[src/design/tpf_pkg.sv]
// shared types and constants for the tachometer pulse filter
`timescale 1ns / 1ps

package tpf_pkg;

  localparam logic [25:0] US_PER_MIN      = 26'd60000000;
  localparam logic [8:0]  STEADY_ALPHA_Q8 = 9'd51;
  localparam logic [8:0]  ALPHA_ONE       = 9'd256;

  localparam logic [7:0]  PPR_RST      = 8'd1;
  localparam logic [31:0] MIN_PULSE_RST = 32'd2000;
  localparam logic [31:0] TIMEOUT_RST  = 32'd500000;
  localparam logic [31:0] LOW_PER_RST  = 32'd30000;
  localparam logic [6:0]  LOW_PCT_RST  = 7'd60;
  localparam logic [6:0]  NORM_PCT_RST = 7'd80;
  localparam logic [15:0] MOVE_THR_RST = 16'd200;
  localparam logic [8:0]  MOVE_ALPHA_RST = 9'd128;

  localparam logic [2:0] CFG_PPR        = 3'd0;
  localparam logic [2:0] CFG_MIN_PULSE  = 3'd1;
  localparam logic [2:0] CFG_TIMEOUT    = 3'd2;
  localparam logic [2:0] CFG_LOW_PERIOD = 3'd3;
  localparam logic [2:0] CFG_LOW_PCT    = 3'd4;
  localparam logic [2:0] CFG_NORM_PCT   = 3'd5;
  localparam logic [2:0] CFG_MOVE_THR   = 3'd6;
  localparam logic [2:0] CFG_MOVE_ALPHA = 3'd7;

  typedef enum logic [2:0] {
    ST_ACCEPT  = 3'd0,
    ST_REF_SET = 3'd1,
    ST_NOISE   = 3'd2,
    ST_EARLY   = 3'd3,
    ST_TIMEOUT = 3'd4,
    ST_UPDATE  = 3'd5
  } edge_status_t;

  typedef enum logic [3:0] {
    S_IDLE,
    S_PREP,
    S_UPREP,
    S_USAT,
    S_UDIV,
    S_SM1,
    S_SM2,
    S_DONE
  } tpf_state_t;

  typedef struct packed {
    logic load;
    logic prep;
    logic u_prep;
    logic u_sat;
    logic div_step;
    logic sm1;
    logic sm2;
    logic commit;
  } tpf_cmd_t;

  typedef struct packed {
    logic is_upd;
    logic skip;
    logic sat;
  } tpf_sts_t;

endpackage

[src/design/tpf_ctrl.sv]
// sequencing state machine for the tachometer pulse filter
`timescale 1ns / 1ps

module tpf_ctrl
  import tpf_pkg::*;
(
  input  logic     clk,
  input  logic     rst_n,
  input  logic     in_valid,
  output logic     in_ready,
  output logic     out_valid,
  input  logic     out_ready,
  input  tpf_sts_t sts,
  output tpf_cmd_t cmd
);

  tpf_state_t state_r, state_nxt;
  logic [3:0] cnt_r, cnt_nxt;
  logic       out_valid_r, out_valid_nxt;

  always_ff @(posedge clk) begin
    if (!rst_n) begin
      state_r     <= S_IDLE;
      cnt_r       <= 4'd0;
      out_valid_r <= 1'b0;
    end else begin
      state_r     <= state_nxt;
      cnt_r       <= cnt_nxt;
      out_valid_r <= out_valid_nxt;
    end
  end

  always_comb begin
    state_nxt = state_r;
    cnt_nxt   = cnt_r;
    cmd       = '0;
    in_ready  = 1'b0;
    unique case (state_r)
      S_IDLE: begin
        in_ready = 1'b1;
        if (in_valid) begin
          cmd.load  = 1'b1;
          state_nxt = S_PREP;
        end
      end
      S_PREP: begin
        cmd.prep = 1'b1;
        if (sts.is_upd && !sts.skip) state_nxt = S_UPREP;
        else state_nxt = S_DONE;
      end
      S_UPREP: begin
        cmd.u_prep = 1'b1;
        state_nxt  = S_USAT;
      end
      S_USAT: begin
        cmd.u_sat = 1'b1;
        cnt_nxt   = 4'd0;
        state_nxt = sts.sat ? S_SM1 : S_UDIV;
      end
      S_UDIV: begin
        cmd.div_step = 1'b1;
        cnt_nxt      = cnt_r + 4'd1;
        if (cnt_r == 4'd15) state_nxt = S_SM1;
      end
      S_SM1: begin
        cmd.sm1   = 1'b1;
        state_nxt = S_SM2;
      end
      S_SM2: begin
        cmd.sm2   = 1'b1;
        state_nxt = S_DONE;
      end
      S_DONE: begin
        if (!out_valid_r || out_ready) begin
          cmd.commit = 1'b1;
          state_nxt  = S_IDLE;
        end
      end
      default: state_nxt = S_IDLE;
    endcase
  end

  assign out_valid_nxt = cmd.commit | (out_valid_r & ~out_ready);
  assign out_valid     = out_valid_r;

endmodule

[src/design/tpf_dp.sv]
// datapath: config, filter state, period checks, rpm divider and smoothing
`timescale 1ns / 1ps

module tpf_dp
  import tpf_pkg::*;
(
  input  logic         clk,
  input  logic         rst_n,
  input  logic         cfg_wr_en,
  input  logic [2:0]   cfg_index,
  input  logic [31:0]  cfg_wdata,
  input  logic         in_req_type,
  input  logic [31:0]  in_now_us,
  input  tpf_cmd_t     cmd,
  output tpf_sts_t     sts,
  output logic [15:0]  out_rpm_value,
  output edge_status_t out_edge_status
);

  // configuration
  logic [7:0]  ppr_r;
  logic [31:0] min_pulse_r, timeout_r, low_per_r;
  logic [6:0]  low_pct_r, norm_pct_r;
  logic [15:0] move_thr_r;
  logic [8:0]  move_alpha_r;

  // filter state
  logic        ref_valid_r;
  logic [31:0] last_edge_r, last_good_r, sum_r;
  logic [15:0] count_r, cur_rpm_r;

  // per-item work registers
  logic        req_r;
  logic [31:0] now_r, delta_r;
  logic [38:0] lim_r;
  logic [39:0] per_r;
  logic [41:0] num_r;
  logic [39:0] den_r;
  logic        stop_r, zero_r;
  logic [43:0] nd_r, rem_r;
  logic [40:0] dd_r;
  logic [55:0] dsh_r;
  logic [15:0] q_r;
  logic        first_r;
  logic [8:0]  a_r;
  logic [24:0] p1_r, p2_r;
  logic [15:0] out_rpm_r;
  edge_status_t out_status_r;

  logic [6:0]   pct_sel;
  logic [7:0]   ppr_eff;
  logic         stop_c, zero_c, sat_c, ge_c, early_c;
  logic [15:0]  diff_c;
  logic [8:0]   alpha_mv_c;
  logic [24:0]  smooth_c;
  logic [15:0]  rpm_upd_c;
  logic [32:0]  sum_add_c;
  edge_status_t ed_status_c;

  always_ff @(posedge clk) begin
    if (!rst_n) begin
      ppr_r        <= PPR_RST;
      min_pulse_r  <= MIN_PULSE_RST;
      timeout_r    <= TIMEOUT_RST;
      low_per_r    <= LOW_PER_RST;
      low_pct_r    <= LOW_PCT_RST;
      norm_pct_r   <= NORM_PCT_RST;
      move_thr_r   <= MOVE_THR_RST;
      move_alpha_r <= MOVE_ALPHA_RST;
    end else if (cfg_wr_en) begin
      unique case (cfg_index)
        CFG_PPR:        ppr_r        <= cfg_wdata[7:0];
        CFG_MIN_PULSE:  min_pulse_r  <= cfg_wdata;
        CFG_TIMEOUT:    timeout_r    <= cfg_wdata;
        CFG_LOW_PERIOD: low_per_r    <= cfg_wdata;
        CFG_LOW_PCT:    low_pct_r    <= cfg_wdata[6:0];
        CFG_NORM_PCT:   norm_pct_r   <= cfg_wdata[6:0];
        CFG_MOVE_THR:   move_thr_r   <= cfg_wdata[15:0];
        CFG_MOVE_ALPHA: move_alpha_r <= cfg_wdata[8:0];
        default: ;
      endcase
    end
  end

  assign pct_sel    = (last_good_r > low_per_r) ? low_pct_r : norm_pct_r;
  assign ppr_eff    = (ppr_r == 8'd0) ? 8'd1 : ppr_r;
  assign stop_c     = !ref_valid_r || (delta_r > timeout_r);
  assign zero_c     = (count_r == 16'd0) || (sum_r == 32'd0);
  assign sat_c      = {13'd0, nd_r} >= {dd_r, 16'd0};
  assign ge_c       = {12'd0, rem_r} >= dsh_r;
  // period < floor(lgp*pct/100) rewritten as 100*period + 100 <= lgp*pct
  assign early_c    = (last_good_r != 32'd0) && (per_r <= {1'b0, lim_r});
  assign diff_c     = (q_r > cur_rpm_r) ? (q_r - cur_rpm_r) : (cur_rpm_r - q_r);
  assign alpha_mv_c = (move_alpha_r > ALPHA_ONE) ? ALPHA_ONE : move_alpha_r;
  assign smooth_c   = p1_r + p2_r + 25'd128;
  assign sum_add_c  = {1'b0, sum_r} + {1'b0, delta_r};

  always_comb begin
    if (stop_r) rpm_upd_c = 16'd0;
    else if (zero_r) rpm_upd_c = cur_rpm_r;
    else if (first_r) rpm_upd_c = q_r;
    else rpm_upd_c = smooth_c[23:8];
  end

  always_comb begin
    if (!ref_valid_r) ed_status_c = ST_REF_SET;
    else if (delta_r < min_pulse_r) ed_status_c = ST_NOISE;
    else if (delta_r > timeout_r) ed_status_c = ST_TIMEOUT;
    else if (early_c) ed_status_c = ST_EARLY;
    else ed_status_c = ST_ACCEPT;
  end

  assign sts.is_upd = req_r;
  assign sts.skip   = stop_c | zero_c;
  assign sts.sat    = sat_c;

  always_ff @(posedge clk) begin
    if (cmd.load) begin
      req_r   <= in_req_type;
      now_r   <= in_now_us;
      delta_r <= in_now_us - last_edge_r;
    end
    if (cmd.prep) begin
      lim_r  <= 39'(last_good_r) * 39'(pct_sel);
      per_r  <= 40'(delta_r) * 40'd100 + 40'd100;
      num_r  <= 42'(count_r) * 42'(US_PER_MIN);
      den_r  <= 40'(sum_r) * 40'(ppr_eff);
      stop_r <= stop_c;
      zero_r <= zero_c;
    end
    if (cmd.u_prep) begin
      nd_r <= {1'b0, num_r, 1'b0} + 44'(den_r);
      dd_r <= {den_r, 1'b0};
    end
    if (cmd.u_sat) begin
      q_r   <= sat_c ? 16'hFFFF : 16'd0;
      rem_r <= nd_r;
      dsh_r <= {dd_r, 15'd0};
    end
    if (cmd.div_step) begin
      if (ge_c) rem_r <= rem_r - dsh_r[43:0];
      q_r   <= {q_r[14:0], ge_c};
      dsh_r <= {1'b0, dsh_r[55:1]};
    end
    if (cmd.sm1) begin
      first_r <= (cur_rpm_r == 16'd0);
      a_r     <= ({16'd0, diff_c} > {16'd0, move_thr_r}) ? alpha_mv_c : STEADY_ALPHA_Q8;
    end
    if (cmd.sm2) begin
      p1_r <= 25'(a_r) * 25'(q_r);
      p2_r <= 25'(ALPHA_ONE - a_r) * 25'(cur_rpm_r);
    end
    if (cmd.commit) begin
      out_rpm_r    <= req_r ? rpm_upd_c : cur_rpm_r;
      out_status_r <= req_r ? ST_UPDATE : ed_status_c;
    end
  end

  always_ff @(posedge clk) begin
    if (!rst_n) begin
      ref_valid_r <= 1'b0;
      last_edge_r <= 32'd0;
      last_good_r <= 32'd0;
      sum_r       <= 32'd0;
      count_r     <= 16'd0;
      cur_rpm_r   <= 16'd0;
    end else if (cmd.commit) begin
      if (req_r) begin
        sum_r     <= 32'd0;
        count_r   <= 16'd0;
        cur_rpm_r <= rpm_upd_c;
      end else begin
        case (ed_status_c)
          ST_REF_SET: begin
            ref_valid_r <= 1'b1;
            last_edge_r <= now_r;
          end
          ST_TIMEOUT: begin
            last_edge_r <= now_r;
            last_good_r <= 32'd0;
          end
          ST_ACCEPT: begin
            last_edge_r <= now_r;
            last_good_r <= delta_r;
            sum_r       <= sum_add_c[32] ? 32'hFFFF_FFFF : sum_add_c[31:0];
            if (count_r != 16'hFFFF) count_r <= count_r + 16'd1;
          end
          default: ;
        endcase
      end
    end
  end

  assign out_rpm_value   = out_rpm_r;
  assign out_edge_status = out_status_r;

endmodule

[src/design/tachometer_pulse_filter_rpm.sv]
// top level of the period-measuring ignition tachometer
`timescale 1ns / 1ps

// Edge and update beats enter on the in_ channel (valid/ready). in_req_type
// low marks a falling ignition edge, high an update poll; in_now_us is the
// free-running microsecond time of the beat. Every input beat yields exactly
// one out_ beat carrying the smoothed rpm and a status code.
// An edge beat goes straight to its result, as does an update beat when the
// engine counts as stopped or nothing was gathered; an update whose rpm
// saturates skips the divider, and any other update runs the 16-step restoring
// divider that forms the rounded rpm quotient. One beat is in work at a time;
// in_ready is high only between beats. The result sits in an output register;
// the next beat can be accepted and worked on while that result waits, and it
// only stalls at its final step. cfg_ writes take effect at once; the user
// must make them while the block is idle, as the block does not enforce it.
// Synchronous active-low reset restores register defaults, clears the
// reference, accumulators and rpm, and empties the output register.
module tachometer_pulse_filter_rpm
  import tpf_pkg::*;
(
  input  logic         clk,
  input  logic         rst_n,
  input  logic         cfg_wr_en,
  input  logic [2:0]   cfg_index,
  input  logic [31:0]  cfg_wdata,
  input  logic         in_valid,
  output logic         in_ready,
  input  logic         in_req_type,
  input  logic [31:0]  in_now_us,
  output logic         out_valid,
  input  logic         out_ready,
  output logic [15:0]  out_rpm_value,
  output logic [2:0]   out_edge_status
);

  tpf_cmd_t     cmd;
  tpf_sts_t     sts;
  edge_status_t status;

  tpf_ctrl u_ctrl (
    .clk       (clk),
    .rst_n     (rst_n),
    .in_valid  (in_valid),
    .in_ready  (in_ready),
    .out_valid (out_valid),
    .out_ready (out_ready),
    .sts       (sts),
    .cmd       (cmd)
  );

  tpf_dp u_dp (
    .clk             (clk),
    .rst_n           (rst_n),
    .cfg_wr_en       (cfg_wr_en),
    .cfg_index       (cfg_index),
    .cfg_wdata       (cfg_wdata),
    .in_req_type     (in_req_type),
    .in_now_us       (in_now_us),
    .cmd             (cmd),
    .sts             (sts),
    .out_rpm_value   (out_rpm_value),
    .out_edge_status (status)
  );

  assign out_edge_status = status;

endmodule
[config.mk]
export PLATFORM = sky130hd
export DESIGN_NAME = tachometer_pulse_filter_rpm
export DESIGN_NICKNAME = d
export VERILOG_FILES = /design/src/design/tpf_pkg.sv /design/src/design/tpf_ctrl.sv /design/src/design/tpf_dp.sv /design/src/design/tachometer_pulse_filter_rpm.sv
export SDC_FILE = /design/constraint.sdc
export NUM_CORES = 2
export LEC_CHECK = 0
export BUFFER_PORTS_ARGS = -buffer_cell sky130_fd_sc_hd__buf_2
export CORE_MARGIN = 2
export CORE_UTILIZATION = 50
export CTS_BUF_LIST = sky130_fd_sc_hd__clkbuf_16
export DETAILED_ROUTE_END_ITERATION = 12
export GPL_TIMING_DRIVEN = 0
export PLACE_DENSITY = 0.66
export SLEW_MARGIN = 20
export SYNTH_ARGS = -nofsm -noshare
export SYNTH_HDL_FRONTEND = slang
export SYNTH_SLANG_ARGS = --single-unit
[constraint.sdc]
create_clock -name clk -period 24.5 [get_ports clk]
set_input_delay 2.45 -clock clk [delete_from_list [all_inputs] [get_ports clk]]
set_output_delay 2.45 -clock clk [all_outputs]
set_load 0.01 [all_outputs]
=== Yosys cells after proc, flatten, opt, wreduce, memory -nomap -nowiden ===
Index checks and enable logic that the tools add are counted.

* Register bits: 778
* Input bits: 73
* Output and inout bits: 21
* Word-level logic and storage cells: 175

* Add/subtract/negate cells: 12
* $mul: 6
* Order comparisons: 9
* Equal/unequal tests: 21
* Muxes and demuxes: 45
* Bitwise gates (word level): 6
* Reductions and logical operators: 37

{| class="wikitable"
|+ Operator list
! kind !! count
|-
| $mux W16 || 11
|-
| $mux W44 || 3
|-
| $mux W55 || 2
|-
| $mux W32 || 3
|-
| $gt A32 B32 Y1 || 2
|-
| $pmux W32 S2 || 1
|-
| $ge A44 B57 Y1 || 1
|-
| $ge A44 B56 Y1 || 1
|-
| $add A43 B40 Y44 || 1
|-
| $sub A44 B44 Y44 || 1
|-
| $add A39 B7 Y40 const B || 1
|-
| $le A40 B39 Y1 || 1
|-
| $mul A32 B8 Y40 || 1
|-
| $mul A32 B7 Y39 || 1
|-
| $mul A32 B5 Y37 const B || 1
|-
| $mul A16 B18 Y34 const B || 1
|-
| $add A32 B32 Y33 || 1
|-
| $gt A16 B16 Y1 || 2
|-
| $logic_not A16 Y1 || 2
|-
| $logic_not A32 Y1 || 1
|-
| $lt A32 B32 Y1 || 1
|-
| $pmux W4 S8 || 1
|-
| $reduce_bool A32 Y1 || 1
|-
| $sub A16 B16 Y16 || 2
|-
| 41 further kinds || 93
|}

=== Logic depth before layout (Yosys ltp) ===
* Depth after elaboration: 9
* Mapped depth: 37
* Mapped depth without buffers: 35

=== Modules after synthesis ===
A second synthesis with hierarchy kept.

* Cell total of the unflattened synthesis: 7754
* Area, all modules: 72878.6 µm²

{| class="wikitable"
|+ Modules (own cells, without submodules)
! module !! times used !! cells each !! area each (µm²) !! seq. area each (µm²)
|-
| tpf_dp || 1 || 7698 || 72405.7 || 19588.8
|-
| tpf_ctrl || 1 || 56 || 473.0 || 160.2
|}

=== Worst setup path before layout ===
OpenSTA, ideal clock, no wires.

* Path type: flip-flop to flip-flop
* From: register u_ctrl.state_r[1]
* To: register u_ctrl.state_r[2]
* Setup time: 0.070 ns
* Arrival time: 8.587 ns
* Required time: 24.430 ns
* Slack: 15.843 ns
* Cell stages (with the launch flop): 7
* Buffers on the path: 0
* Clock period less this slack: 8.657 ns
* Path through: dfxtp_1 > inv_1 > ha_1 > nor2b_1 > o31ai_1 > a31o_2 > a21oi_1

* Word-level cells in the longest chain between the ends: 3
* Elaborated cells between the ends (all ways): 13
* Classes of those cells: eq/ne (10); mux (1); reduce/logical (2)

{| class="wikitable"
|+ RTL lines
! element !! RTL line !! RTL
|-
| from (decl) || tpf_ctrl.sv:17 || <nowiki>tpf_state_t state_r, state_nxt;</nowiki>
|-
| from (signal assigned) || tpf_ctrl.sv:27 || <nowiki>state_r <= state_nxt;</nowiki>
|-
| $eq A4 B3 Y1 or $logic_not A4 Y1 (tied branches) || tpf_ctrl.sv:38 || <nowiki>unique case (state_r)</nowiki>
|-
| $ne A2 B1 Y1 (no line) or $ne A2 B2 Y1 (tied branches) || -- ||
|-
| $reduce_and A3 Y1 (no line) || -- ||
|}

Several ways; a longest one is shown, not always the timed one.
A chain may end at the register's enable or synchronous reset.

=== Worst setup path in the final report ===
* From: register u_dp.last_good_r[1]
* To: register u_dp.lim_r[37] (data pin)

* Word-level cells in the longest chain between the ends: 3

{| class="wikitable"
|+ RTL lines
! element !! RTL line !! RTL
|-
| from (decl) || tpf_dp.sv:29 || <nowiki>logic [31:0] last_edge_r, last_good_r, sum_r;</nowiki>
|-
| from (signal assigned) || tpf_dp.sv:184 || <nowiki>last_good_r <= delta_r;</nowiki>
|-
| $gt A32 B32 Y1 || tpf_dp.sv:85 || <nowiki>assign pct_sel = (last_good_r > low_per_r) ? low_pct_r : norm_pct_r;</nowiki>
|-
| $mux W7 || tpf_dp.sv:85 ||
|-
| $mul A32 B7 Y39 * || tpf_dp.sv:124 || <nowiki>lim_r <= 39'(last_good_r) * 39'(pct_sel);</nowiki>
|-
| to (signal assigned) || tpf_dp.sv:124 ||
|-
| to (decl) || tpf_dp.sv:35 || <nowiki>logic [38:0] lim_r;</nowiki>
|}

Every way passes the cells marked *; elsewhere a longest branch is shown, timed or not.

==> results.ini <==
[critical_path]
cp.required_ps = 24960
max_stage_delay_ps = 600
cp_max_fo = 10
arrival_ps = 10520
critical_path_class = register to register
end_kind = register
crit_path_frequent_cell = fa_1
cp_slowest_cell = mux2i_1
start_kind = register

[detailed_routing]
drc = 0
drt-wirelength-per-cell_um = 19.9
detail_route.first_pass.iterations = 6
antenna_left = 0
drt-total-wl_um = 204000
via_per_inst = 5.61
routed-via-count = 57500
drt_iter0_drc = 4395

[sta]
maxSlewHeadroom_pct = 23.6
worst_pin_slew_ps = 1150
skew_ps = 35.0
post-route-min-period_ps = 10070
period_share_pct = 41.1
rsz0062_at_grt = false
max_freq_mhz = 99.3
fin_setup_tns_ps = 0
finalMaxSlewViolations = 0
setup_viol = 0
whs_ps = 420
finalHoldViolCount = 0

[placed_design]
dp.cells = 10100
dp_hpwl_um = 163000
gp_congestion = 0.916
portBuffers = 84

[logic_synthesis]
synth_edf_count = 441
synthCells = 8036
synth_area_um2 = 74500
syn_nets = 9675
synthArstFlopShare_pct = 0
yosysUniqueCellTypes = 99
synth_top_area_cell = fa_1
synth_area_leaders = fa_1, edfxtp_1, ha_1
yosysWarnings = 0
syn_avg_cell_area_um2 = 9.27
yosys_most_used_dff = edfxtp_1
synth-seq-area-share_pct = 26.5
ys_ff_latch = 766
synthDominantCellAreaShare_pct = 19.0

[layout]
nFillCells = 13400
drive_gt1_share_pct = 4.01
final_util_pct = 54.6
syn2layout_area_growth_pct = 8.34
fin_cells = 10200
nets = 9862

[die]
die_x_um = 390
die_h_um = 390
rows = 141
core_um2 = 148000
ioPinCount = 94
fp.dieArea_um2 = 152000
start_util_pct = 50.4

[clocking]
cts_resized = 0
clkTransAtPathRegs_ps = 60
cts_sinks = 766
postCtsHoldBufs = 0
clock_latency_ps = 730
h-tree-depth = 3
cts_root_buffer = clkbuf_16
post-cts-setup-buffers = 0
numCtsBuffers = 89
clock_tree.buffer_depth = 3
cts_tree = yes

[global_routing]
grt_pass1_wl_um = 322000
grt-ovfl-total = 0
grt_max_degree = 50
antenna_found_initial = 25
grt_pass1_vias = 57900
track_usage_pct = 27.0

[pwr]
p_total_w = 0.00785
ir_drop_mv = 0.135
p_per_area_nw_per_um2 = 97.3
leakagePower_nw = 37.8

[hold_path]
hold_path.class = register to register

[job]
drv_cap = 0

[status]
status = finished clean

registers in the layout (all words and copies together), names as in the netlist, 16 cells and up:
register            flops
u_dp.count_r           16
u_dp.cur_rpm_r         16
u_dp.dd_r              31
u_dp.delta_r           32
u_dp.den_r             40
u_dp.dsh_r             56
u_dp.last_edge_r       32
u_dp.last_good_r       32
u_dp.lim_r             39
u_dp.low_per_r         32
u_dp.min_pulse_r       32
u_dp.move_thr_r        16
u_dp.nd_r              44
u_dp.now_r             32
u_dp.num_r             34
u_dp.out_rpm_value     16
u_dp.p1_r              24
u_dp.p2_r              24
u_dp.per_r             38
u_dp.q_r               16
u_dp.rem_r             44
u_dp.sum_r             32
u_dp.timeout_r         32
final timing paths:
path	startpoint	cells after the start	endpoint	slack, ps
hold / removal	u_dp.den_r[0]	0	u_dp.nd_r[0]	420
hold reg to reg	u_dp.den_r[0]	0	u_dp.nd_r[0]	420
setup / recovery	u_dp.last_good_r[1]	34	u_dp.lim_r[37]	14430
setup reg to reg	u_dp.last_good_r[1]	34	u_dp.lim_r[37]	14430
through the flow:
step,cell area (um2),setup WS (ps)
2_1_floorplan,74500,15840
3_3_place_gp,77300,12160
3_5_place_dp,77600,14570
4_1_cts,80700,14510
5_1_grt,80700,14000
6_report,80700,14430
layer usage:
metal	wire [um]	GRT usage, %	up-vias
li1	-	-	27100
met1	88800	37.0	28300
met2	93100	43.6	1743
met3	14700	4.18	345
met4	6740	9.03	24
met5	148	0	-
logic make-up after synthesis:
kind of cell / share of synthesized area [%]
XOR/XNOR: 4.33
flip-flops: 26.5
AND/OR/NAND/NOR: 15.0
buffers and inverters: 7.71
adder cells (fa/ha/maj): 33.4
multiplexers: 0.702
AO/OA/AOI/OAI: 12.3
synthesized netlist by cell type, types with 20 or more instances:
master	instances
xor2_1	106
buf_1	33
dfxtp_1	325
ha_1	859
nand2_1	982
nor4_1	43
nor2_1	295
inv_1	1234
nor2b_1	222
o211ai_1	48
and2_1	257
o21bai_1	32
o21ai_0	288
o21ai_1	20
nand3_1	146
xnor2_1	262
fa_1	707
a21o_1	211
and3_1	36
edfxtp_1	441
nor3_1	68
o21a_1	65
a21oi_1	483
mux2i_1	50
or3_1	27
o31ai_1	44
clkbuf_1	227
a31oi_1	36
and4_1	20
a211oi_1	46
nand2b_1	93
nand4_1	67
worst max-delay path, delay by kind of cell, from the launching register on:
family                   cells  cell delay, ps
flip-flops                   1             580
adder cells (fa/ha/maj)      6            2810
AND/OR/NAND/NOR              7            1270
XOR/XNOR                     1             100
AO/OA/AOI/OAI               15            3490
multiplexers                 1             600
buffers and inverters        4             970
cell type report:
| type | count | area [um2] | area share, % |
|---|---|---|---|
| Tap cell | 1930 | 2410 | 2.99 |
| Sequential cell | 766 | 19700 | 24.5 |
| Clock buffer | 89 | 2230 | 2.76 |
| Buffer | 283 | 1100 | 1.36 |
| Timing Repair Buffer | 96 | 684 | 0.848 |
| Multi-Input combinational cell | 5749 | 49000 | 60.8 |
| Antenna cell | 13 | 32.5 | 0.0403 |
| Clock inverter | 79 | 815 | 1.01 |
| Inverter | 1238 | 4650 | 5.76 |
power by group:
group	internal (W)	switching (W)
sequential	0.00182	0.000217
combinational	0.00175	0.00267
clock	0.000800	0.000598
layout by cell type (no fill, tap or decap), drive strengths merged, types with 106 or more instances in the layout:
master and count:
and2 258, xor2 106, inv 1260, edfxtp 441
dfxtp 325, o21ai 309, a21o 211, nand2 982
a21oi 484, nand3 146, nor2 297, clkbuf 320
ha 859, buf 148, xnor2 262, nor2b 222
fa 707
No activity file was read; power rests on OpenSTA's default activity.
